## src/sv/ialu_pkg.sv

```systemverilog
// ialu_pkg: shared types and constants for the integer ALU.
// Holds the operation codes, the request word layout and the port field widths.
// Depends on nothing; every other file of the block uses it.
package ialu_pkg;

    localparam int FUNC_W    = 5;
    localparam int OPND_W    = 32;
    localparam int SHAMT_W   = 6;
    localparam int RES_W     = 32;
    localparam int S_TDATA_W = 104;   // 3 * OPND_W + SHAMT_W = 102, padded to whole bytes
    localparam int M_TDATA_W = 32;

    typedef enum logic [FUNC_W-1:0] {
        FUNC_ADD   = 5'd0,
        FUNC_SUB   = 5'd1,
        FUNC_MUL   = 5'd2,
        FUNC_NEG   = 5'd3,
        FUNC_NOT   = 5'd4,
        FUNC_AND   = 5'd5,
        FUNC_OR    = 5'd6,
        FUNC_NAND  = 5'd7,
        FUNC_NOR   = 5'd8,
        FUNC_XOR   = 5'd9,
        FUNC_XNOR  = 5'd10,
        FUNC_ANDNY = 5'd11,
        FUNC_ANDYN = 5'd12,
        FUNC_ORNY  = 5'd13,
        FUNC_ORYN  = 5'd14,
        FUNC_MUX   = 5'd15,
        FUNC_SHL   = 5'd16,
        FUNC_SHR   = 5'd17,
        FUNC_ROTL  = 5'd18,
        FUNC_ROTR  = 5'd19
    } alu_func_t;

    typedef struct packed {
        alu_func_t          func;
        logic [OPND_W-1:0]  operand_a;
        logic [OPND_W-1:0]  operand_b;
        logic [OPND_W-1:0]  operand_c;
        logic [SHAMT_W-1:0] shift_amount;
    } alu_req_t;

endpackage

```

## src/sv/ialu_exec.sv

```systemverilog
// ialu_exec: combinational datapath of the integer ALU, one operation per word.
// Evaluates the selected operation on WIDTH-bit operands, including the rotators.
// Depends on ialu_pkg.
module ialu_exec #(
    parameter int WIDTH = 32
) (
    input  ialu_pkg::alu_req_t        req,
    output logic [ialu_pkg::RES_W-1:0] result_value
);

    // Bits of a 32-bit port field that survive the reduction to WIDTH
    localparam int OW = (WIDTH < ialu_pkg::OPND_W) ? WIDTH : ialu_pkg::OPND_W;
    localparam int NSTG = ialu_pkg::SHAMT_W;

    logic [WIDTH-1:0]  a_w;
    logic [WIDTH-1:0]  b_w;
    logic [WIDTH-1:0]  c_w;
    logic [2*OW-1:0]   prod;
    logic [WIDTH-1:0]  mul_w;
    logic [WIDTH-1:0]  rl [0:NSTG];
    logic [WIDTH-1:0]  rr [0:NSTG];
    logic [WIDTH-1:0]  r;

    assign a_w = WIDTH'(req.operand_a[OW-1:0]);
    assign b_w = WIDTH'(req.operand_b[OW-1:0]);
    assign c_w = WIDTH'(req.operand_c[OW-1:0]);

    // At most 32 x 32; keep the low WIDTH bits
    assign prod  = (2*OW)'(req.operand_a[OW-1:0]) * (2*OW)'(req.operand_b[OW-1:0]);
    assign mul_w = WIDTH'(prod);

    // Rotators: stage i rotates by 2^i mod WIDTH when amount bit i is set,
    // so the chain rotates by the full amount mod WIDTH.
    assign rl[0] = a_w;
    assign rr[0] = a_w;
    for (genvar i = 0; i < NSTG; i++) begin : g_rot
        localparam int K = (2 ** i) % WIDTH;
        logic [WIDTH-1:0] rl_k;
        logic [WIDTH-1:0] rr_k;
        assign rl_k  = (rl[i] << K) | (rl[i] >> (WIDTH - K));
        assign rr_k  = (rr[i] >> K) | (rr[i] << (WIDTH - K));
        assign rl[i+1] = req.shift_amount[i] ? rl_k : rl[i];
        assign rr[i+1] = req.shift_amount[i] ? rr_k : rr[i];
    end

    always_comb
    begin
        unique case (req.func)
            ialu_pkg::FUNC_ADD:   r = a_w + b_w;
            ialu_pkg::FUNC_SUB:   r = a_w - b_w;
            ialu_pkg::FUNC_MUL:   r = mul_w;
            ialu_pkg::FUNC_NEG:   r = ~a_w + WIDTH'(1);
            ialu_pkg::FUNC_NOT:   r = ~a_w;
            ialu_pkg::FUNC_AND:   r = a_w & b_w;
            ialu_pkg::FUNC_OR:    r = a_w | b_w;
            ialu_pkg::FUNC_NAND:  r = ~(a_w & b_w);
            ialu_pkg::FUNC_NOR:   r = ~(a_w | b_w);
            ialu_pkg::FUNC_XOR:   r = a_w ^ b_w;
            ialu_pkg::FUNC_XNOR:  r = ~(a_w ^ b_w);
            ialu_pkg::FUNC_ANDNY: r = ~a_w & b_w;
            ialu_pkg::FUNC_ANDYN: r = a_w & ~b_w;
            ialu_pkg::FUNC_ORNY:  r = ~a_w | b_w;
            ialu_pkg::FUNC_ORYN:  r = a_w | ~b_w;
            ialu_pkg::FUNC_MUX:   r = (a_w & b_w) | (~a_w & c_w);
            ialu_pkg::FUNC_SHL:   r = a_w << req.shift_amount;   // zero once amount >= WIDTH
            ialu_pkg::FUNC_SHR:   r = a_w >> req.shift_amount;
            ialu_pkg::FUNC_ROTL:  r = rl[NSTG];
            ialu_pkg::FUNC_ROTR:  r = rr[NSTG];
            default:              r = '0;
        endcase
    end

    assign result_value = ialu_pkg::RES_W'(r[OW-1:0]);

endmodule

```

## src/sv/integer_alu_unit.sv

```systemverilog
// integer_alu_unit: top level of the WIDTH-bit integer ALU with stream ports.
// Registers the request, runs it through ialu_exec and registers the result.
// Depends on ialu_pkg and ialu_exec.
//
//  channel   | dir | handshake             | payload
//  ----------+-----+-----------------------+-----------------------------------------
//  s_axis    | in  | s_axis_tvalid/tready  | tuser: func; tdata: a, b, c, shift_amount
//  m_axis    | out | m_axis_tvalid/tready  | tdata: result_value
//
// An accepted word sits in the request register while the ALU logic
// (the 32 x 32 multiplier sets the path) evaluates it, then moves to the result
// register. One word per cycle is sustained while m_axis_tready stays high.
// rst_n clears both valid flags asynchronously; payload registers are not reset.
// A stalled result holds in the result register while the request register
// still takes one more word; tready drops only when both stages are full.
module integer_alu_unit #(
    parameter int WIDTH = 32
) (
    input  logic                             clk,
    input  logic                             rst_n,
    input  logic                             s_axis_tvalid,
    output logic                             s_axis_tready,
    input  logic [ialu_pkg::S_TDATA_W-1:0]   s_axis_tdata,  // [31:0] operand_a, [63:32] operand_b,
                                                            // [95:64] operand_c,
                                                            // [101:96] shift_amount, [103:102] unused
    input  logic [ialu_pkg::FUNC_W-1:0]      s_axis_tuser,  // [4:0] func
    output logic                             m_axis_tvalid,
    input  logic                             m_axis_tready,
    output logic [ialu_pkg::M_TDATA_W-1:0]   m_axis_tdata   // [31:0] result_value
);

    localparam int OW = ialu_pkg::OPND_W;

    logic                           req_valid_reg;
    logic                           req_valid_next;
    ialu_pkg::alu_req_t             req_reg;
    ialu_pkg::alu_req_t             req_in;
    logic                           res_valid_reg;
    logic                           res_valid_next;
    logic [ialu_pkg::RES_W-1:0]     res_reg;
    logic [ialu_pkg::RES_W-1:0]     res_calc;
    logic                           s_fire;
    logic                           advance;

    // Unpack the incoming word
    always_comb
    begin
        req_in.func         = ialu_pkg::alu_func_t'(s_axis_tuser);
        req_in.operand_a    = s_axis_tdata[OW-1:0];
        req_in.operand_b    = s_axis_tdata[2*OW-1:OW];
        req_in.operand_c    = s_axis_tdata[3*OW-1:2*OW];
        req_in.shift_amount = s_axis_tdata[3*OW+ialu_pkg::SHAMT_W-1:3*OW];
    end

    // Request moves on when the result register is empty or being drained
    assign advance       = req_valid_reg && (!res_valid_reg || m_axis_tready);
    assign s_axis_tready = !req_valid_reg || advance;
    assign s_fire        = s_axis_tvalid && s_axis_tready;

    ialu_exec #(
        .WIDTH (WIDTH)
    ) u_exec (
        .req          (req_reg),
        .result_value (res_calc)
    );

    always_comb
    begin
        req_valid_next = req_valid_reg;
        if (s_fire)
            req_valid_next = 1'b1;
        else if (advance)
            req_valid_next = 1'b0;

        res_valid_next = res_valid_reg;
        if (advance)
            res_valid_next = 1'b1;
        else if (m_axis_tready)
            res_valid_next = 1'b0;
    end

    always_ff @(posedge clk or negedge rst_n)
    begin
        if (!rst_n)
        begin
            req_valid_reg <= 1'b0;
            res_valid_reg <= 1'b0;
        end
        else
        begin
            req_valid_reg <= req_valid_next;
            res_valid_reg <= res_valid_next;
        end
    end

    // Payload: the request loads on acceptance, the result when the request advances; each holds otherwise
    always_ff @(posedge clk)
    begin
        if (s_fire)
            req_reg <= req_in;
        if (advance)
            res_reg <= res_calc;
    end

    assign m_axis_tvalid = res_valid_reg;
    assign m_axis_tdata  = res_reg;

endmodule
```

## config.mk

```make
export PLATFORM = sky130hd
export DESIGN_NAME = integer_alu_unit
export DESIGN_NICKNAME = d
export VERILOG_FILES = /design/src/sv/ialu_pkg.sv /design/src/sv/ialu_exec.sv /design/src/sv/integer_alu_unit.sv
export SDC_FILE = /design/constraint.sdc
export NUM_CORES = 2
export LEC_CHECK = 0
export BUFFER_PORTS_ARGS = -buffer_cell sky130_fd_sc_hd__buf_2
export CORE_ASPECT_RATIO = 1.4
export CORE_MARGIN = 2
export CORE_UTILIZATION = 45
export DETAILED_ROUTE_END_ITERATION = 16
export GPL_ROUTABILITY_DRIVEN = 0
export PLACE_DENSITY = 0.61
export REMOVE_ABC_BUFFERS = 1
export SYNTH_ARGS = -nofsm -noshare
export SYNTH_HDL_FRONTEND = slang
export SYNTH_HIERARCHICAL = 1
export SYNTH_SLANG_ARGS = --single-unit
```

## constraint.sdc

```tcl
create_clock -name clk -period 22.2 [get_ports clk]
set_clock_uncertainty 0.1 [all_clocks]
set_input_delay 3.33 -clock clk [delete_from_list [all_inputs] [get_ports clk]]
set_output_delay 3.33 -clock clk [all_outputs]
set_load 0.005 [all_outputs]
```

After elaboration in Yosys (flattened, before gate mapping). Cells that the tools add are included.

Logic and storage cells: 81. Memories kept: 0. RAM bits: 0. Flip-flop bits (word level): 141. Bits in read-only memories: 0. Latch bits: 0. Output and inout port bits: 34.

Mux-type cells: 15. Add/sub/neg operators: 3. Shift-type cells: 2. Order comparisons: 0. Bitwise operators: 24. Reductions and logical operators: 9. Divide/modulo/power cells: 0. Equal/unequal tests: 19. $mul: 1.

Operators with widths (number): $pmux 32 s20 (1); $mux 32 (10); $not 32->32 (5); $and 32x32->32 (4); $or 32x32->32 (4); $eq 5x4->1 const B (8); $add 32x1->32 const B (1); $add 32x32->32 (1); $mul 32x32->32 (1); $or 16x32->32 (1); $or 24x32->32 (1); $or 28x32->32 (1); $or 30x32->32 (1); $or 31x32->32 (1); $or 32x1->32 (1); $or 32x16->32 (1); $or 32x2->32 (1); $or 32x4->32 (1); $or 32x8->32 (1); $shl 32x6->32 (1); $shr 32x6->32 (1); $sub 32x32->32 (1); $xor 32x32->32 (1); $eq 5x3->1 const B (4); 9 further kinds (20).

Logic depth before layout (Yosys ltp).
Word-level depth: 11. Mapped depth: 29. Depth with buffers taken out: 26.

Hierarchy. Netlist, hierarchy kept.

Modules (own cells, without submodules): ialu_exec (area each 28070.7 um2, instances 1, cells an instance 3644); integer_alu_unit (area each 4277.9 um2, instances 1, cells an instance 147).

Worst setup path before layout. No wires, ideal clock.

Kind: register -> register. Start point: reg req_reg[82] (netlist name). End point: reg res_reg, in the netlist m_axis_tdata[29], data pin. Path buffers: 3. Slack: 14.085 ns. Arrival: 7.757 ns. Cell stages (with the launch flop): 28. Library setup time: 0.259 ns. Clock period less this slack: 8.115 ns. Cell sequence: edfxtp_1 clkbuf_1 clkbuf_1 inv_1 buf_1 nor2_1 fa_1 fa_1 fa_1 inv_1 fa_1 inv_1 fa_1 inv_1 fa_1 inv_1 fa_1 fa_1 ha_1 a21oi_1 a21oi_1 or4_1 nand3_1 a41oi_1 o41ai_1 mux2i_1 a221o_1 a211o_1.

Cells in the longest elaborated chain, start to end: 10.

RTL lines: start, declared (line integer_alu_unit.sv:36) `ialu_pkg::alu_req_t req_reg;`; start signal, assigned (line integer_alu_unit.sv:100) `req_reg <= req_in;`; parallel branches: the longest is 9 deep, another holds $mul 32x32->32; $pmux 32 s20 (*) (line ialu_exec.sv:48) `unique case (req.func)`; net res_calc, one bit (line integer_alu_unit.sv:41) `logic [ialu_pkg::RES_W-1:0] res_calc;`; end signal, assigned (line integer_alu_unit.sv:102) `res_reg <= res_calc;`; end, declared (line integer_alu_unit.sv:40) `logic [ialu_pkg::RES_W-1:0] res_reg;`.

Mark *: on every way through the listed nets, which the timed path passes. A chain may end at the register's enable or synchronous reset.

Worst setup path in the final report.
Start point: reg req_reg[44] (netlist name). End point: reg res_reg, in the netlist m_axis_tdata[29], data pin.

Cells in the longest elaborated chain, start to end: 2.

RTL lines: $mul 32x32->32, or another cell as far along (line ialu_exec.sv:29) `assign prod = (2*OW)'(req.operand_a[OW-1:0]) * (2*OW)'(req.operand_b[OW-1:0]);`; $pmux 32 s20 (*) (line ialu_exec.sv:48); net res_calc, one bit (line integer_alu_unit.sv:41).

Mark *: on every way through the listed nets, which the timed path passes. The rest lies on a longest branch.

==> run_summary.xml <==
<?xml version="1.0" encoding="UTF-8"?>
<metrics>
  <group name="status">
    <metric name="run_status" unit="">complete, no violations</metric>
  </group>
  <group name="finish">
    <metric name="finish.net_count" unit="">4596</metric>
    <metric name="largest_register_ffs" unit="">107</metric>
    <metric name="most_frequent_cells_in_the_layout" unit="">584 x nor2_1, 442 x inv_1, 409 x fa_1</metric>
    <metric name="layout-area-overhead-vs-synth" unit="%">7.05</metric>
    <metric name="postLayoutCellArea" unit="sq um">34600</metric>
    <metric name="num-fill-cells" unit="">6928</metric>
    <metric name="final_layout_size_suffix_gt1_share" unit="%">10.5</metric>
    <metric name="leading_cell_type_in_the_layout_fill_and_taps_excluded" unit="">nor2_1</metric>
  </group>
  <group name="routing">
    <metric name="route.vias.total" unit="">30460</metric>
    <metric name="met2RoutedLength" unit="mm">61.1</metric>
    <metric name="route.detailed.drc" unit="">0</metric>
    <metric name="detail_route.wirelength" unit="mm">140</metric>
    <metric name="drt_pre_antenna_iters" unit="">6</metric>
    <metric name="routed-wl-met3" unit="mm">16.6</metric>
    <metric name="wire_per_inst" unit="um">29.4</metric>
    <metric name="detail_route.wirelength.met1" unit="mm">47.5</metric>
    <metric name="route.detailed.vias_per_inst" unit="">6.41</metric>
    <metric name="detailedRoute.firstIterationViolations" unit="">3911</metric>
    <metric name="top_layer" unit="">met5</metric>
    <metric name="antenna_left" unit="">0</metric>
  </group>
  <group name="cts">
    <metric name="cts-root-to-sink-buffers" unit="">2</metric>
    <metric name="cts_num_sinks" unit="">141</metric>
    <metric name="postCtsResizedCells" unit="">0</metric>
    <metric name="numCtsBuffers" unit="">17</metric>
    <metric name="post-cts-setup-buffers" unit="">0</metric>
    <metric name="cts-htree-levels" unit="">4</metric>
    <metric name="clkSlewWorstSetupHoldPaths" unit="ps">90</metric>
    <metric name="cts_root_buf" unit="">clkbuf_16</metric>
    <metric name="cts_tree" unit="">done</metric>
    <metric name="hold_buffers" unit="">0</metric>
    <metric name="clock_insertion_delay_at_the_later_pin_of_the_skew_report" unit="ps">510</metric>
  </group>
  <group name="global_route">
    <metric name="grt_remaining_overflow" unit="">0</metric>
    <metric name="grt_use_total" unit="%">38.1</metric>
    <metric name="grt_max_degree" unit="">82</metric>
    <metric name="grt_first_pass_wirelength" unit="mm">203</metric>
    <metric name="initial_antenna_violation_count" unit="">3</metric>
    <metric name="grt_pass1_vias" unit="">30317</metric>
  </group>
  <group name="placement">
    <metric name="dp.final_hpwl" unit="mm">97.9</metric>
    <metric name="placement.setup.worst_slack" unit="ps">12790</metric>
    <metric name="post_dp_cell_area" unit="sq um">34000</metric>
    <metric name="number_of_buffer_cells_added_on_primary_ports" unit="">144</metric>
  </group>
  <group name="critical_path">
    <metric name="criticalPathCategory" unit="">reg -&gt; reg</metric>
    <metric name="cpPeakStageDelay" unit="ps">960</metric>
    <metric name="setup.worst_path.start_class" unit="">flip-flop</metric>
    <metric name="crit_arrival" unit="ps">9800</metric>
    <metric name="worstSetupEndpointType" unit="">flip-flop</metric>
    <metric name="critical_path_required" unit="ps">22350</metric>
    <metric name="crit_path_frequent_cell" unit="">fa_1</metric>
    <metric name="slowest_stage" unit="">edfxtp_1</metric>
    <metric name="cp_max_fo" unit="">25</metric>
    <metric name="cp_cell_sequence" unit="">inv_1, nor2_1, fa_1, fa_1, fa_1, inv_1, fa_1, inv_1, fa_1, inv_1, fa_1, inv_1, fa_1, fa_1, ha_1, a21oi_1, a21oi_1, or4_1, nand3_1, a41oi_1, o41ai_1, mux2i_1, a221o_1, a211o_1</metric>
  </group>
  <group name="synthesis">
    <metric name="synth.distinct_cells" unit="">74</metric>
    <metric name="synth.avg_cell_area" unit="sq um">8.53</metric>
    <metric name="netlist_top_cells_area" unit="">fa_1 25%, edfxtp_1 13%, ha_1 11%</metric>
    <metric name="synth_enable_flop_cells" unit="">139</metric>
    <metric name="yosys.area.top_type_share" unit="%">25.3</metric>
    <metric name="async_reset_ff_share" unit="%">1.42</metric>
    <metric name="post_synth_inst_count" unit="">3791</metric>
    <metric name="synth_top_cell_by_area" unit="">fa_1</metric>
    <metric name="ys_seq_elements" unit="">141</metric>
    <metric name="part_of_the_yosys_area_used_for_sequential_elements" unit="%">13.1</metric>
    <metric name="dominantRegCellSynth" unit="">edfxtp_1</metric>
    <metric name="synthesis.yosys.warnings" unit="">6</metric>
    <metric name="post_syn_area" unit="sq um">32300</metric>
  </group>
  <group name="floorplan">
    <metric name="rows" unit="">116</metric>
    <metric name="pin_count" unit="">147</metric>
    <metric name="initial_core_util" unit="%">45.4</metric>
    <metric name="std_cell_core_area" unit="sq um">71300</metric>
    <metric name="die_height" unit="um">321</metric>
    <metric name="fp.dieW" unit="um">231</metric>
    <metric name="fp.dieArea" unit="sq um">74100</metric>
  </group>
  <group name="sta">
    <metric name="relSlewSlack" unit="%">14.0</metric>
    <metric name="post-route-min-period" unit="ps">9650</metric>
    <metric name="setup_viol" unit="">0</metric>
    <metric name="setup_slack" unit="ps">12550</metric>
    <metric name="min_period_over_period" unit="%">43.5</metric>
    <metric name="maxSlewViolCount" unit="">0</metric>
    <metric name="unrepaired_setup_endpoints_after_global_routing" unit="">false</metric>
    <metric name="max_freq" unit="MHz">104</metric>
    <metric name="worstMarginPinSlew" unit="ps">1290</metric>
    <metric name="fin_tns_setup" unit="ps">0</metric>
    <metric name="final_hold_viol_count" unit="">0</metric>
  </group>
  <group name="job">
    <metric name="maxCapViolCount" unit="">0</metric>
  </group>
  <group name="worst_hold_path">
    <metric name="timing.hold.worst.class" unit="">reg -&gt; reg</metric>
  </group>
</metrics>
## Yosys cell counts, drive strengths merged (6+ instances only)
cell type and number:
a2111oi 12, a211o 8, a211oi 43, a21o 21
a21oi 200, a221o 6, a221oi 21, a22oi 34
a31oi 18, a32oi 14, a41oi 9, and2 19
and3 11, buf 59, clkbuf 211, clkinv 11
edfxtp 139, fa 409, ha 283, inv 452
mux2 17, mux2i 85, mux4 63, nand2 342
nand2b 27, nand3 41, nand4 10, nor2 584
nor2b 18, nor3 59, nor4 12, o2111ai 19
o211ai 28, o21a 12, o21ai 132, o21bai 8
o221ai 24, o22ai 49, o31ai 11, o32ai 11
or2 6, or3 19, or4 9, xnor2 122
xor2 66
## stage by stage
| stage | cells | util, % | hold slack [ps] |
|---|---|---|---|
| 2_1_floorplan | 3521 | - | 411 |
| 3_3_place_gp | 4714 | 47.8 | 440 |
| 3_5_place_dp | 4714 | 47.8 | 435 |
| 4_1_cts | 4746 | 48.5 | 461 |
| 5_1_grt | 4748 | 48.6 | 471 |
| 6_report | 4749 | 48.6 | 459 |
## area by class of cell
type                    instances  area, sq um  area share (%)
clock buffers                  18          429            1.24
multi-input cells            2917        25400            73.4
well taps                     944         1180            3.41
clock inverters                14          128           0.369
diodes                          1         2.50         0.00723
flip-flops and latches        141         4220            12.2
repair buffers                251         1520            4.40
inverters                     463         1740            5.02
## cell families (layout without fill, tap and decap cells)
logic type	Yosys count	after routing	synth area share (%)
AND/OR/NAND/NOR	1166	1166	15.2
adder cells (fa/ha/maj)	692	692	36.3
flip-flops	141	141	13.1
buffers and inverters	733	746	8.56
other	0	1	0
multiplexers	165	165	7.61
XOR/XNOR	189	189	5.16
AO/OA/AOI/OAI	705	705	14.2
## layer usage
| layer | global-route usage [%] | up-vias |
|---|---|---|
| li1 | - | 12734 |
| met1 | 45.0 | 14669 |
| met2 | 58.2 | 2302 |
| met3 | 9.68 | 753 |
| met4 | 31.9 | 2 |
| met5 | 0 | - |
## path summary, 6_finish.rpt
kind                                from                to  slack (ps)  cells after the start
min reg2reg                req_valid_reg     m_axis_tvalid         460                      1
min in group asynchronous          rst_n     m_axis_tvalid        2500                      1
max                          req_reg[44]  m_axis_tdata[29]       12550                     24
max in group asynchronous          rst_n     req_valid_reg       19410                      1
min                        req_valid_reg     m_axis_tvalid         460                      1
max reg2reg                  req_reg[44]  m_axis_tdata[29]       12550                     24
## critical path, delay by kind of cell (launching register included)
kind / cells / cell delay (ps)
mux: 1 / 260
compound gates: 6 / 1860
fa+ha+maj: 9 / 4220
buf+inv: 5 / 1010
simple gates: 3 / 980
flops: 1 / 960
Power is left out: the tool's default activity adds up to more than one toggle a clock period on the data nets, which glitch-free logic cannot reach.
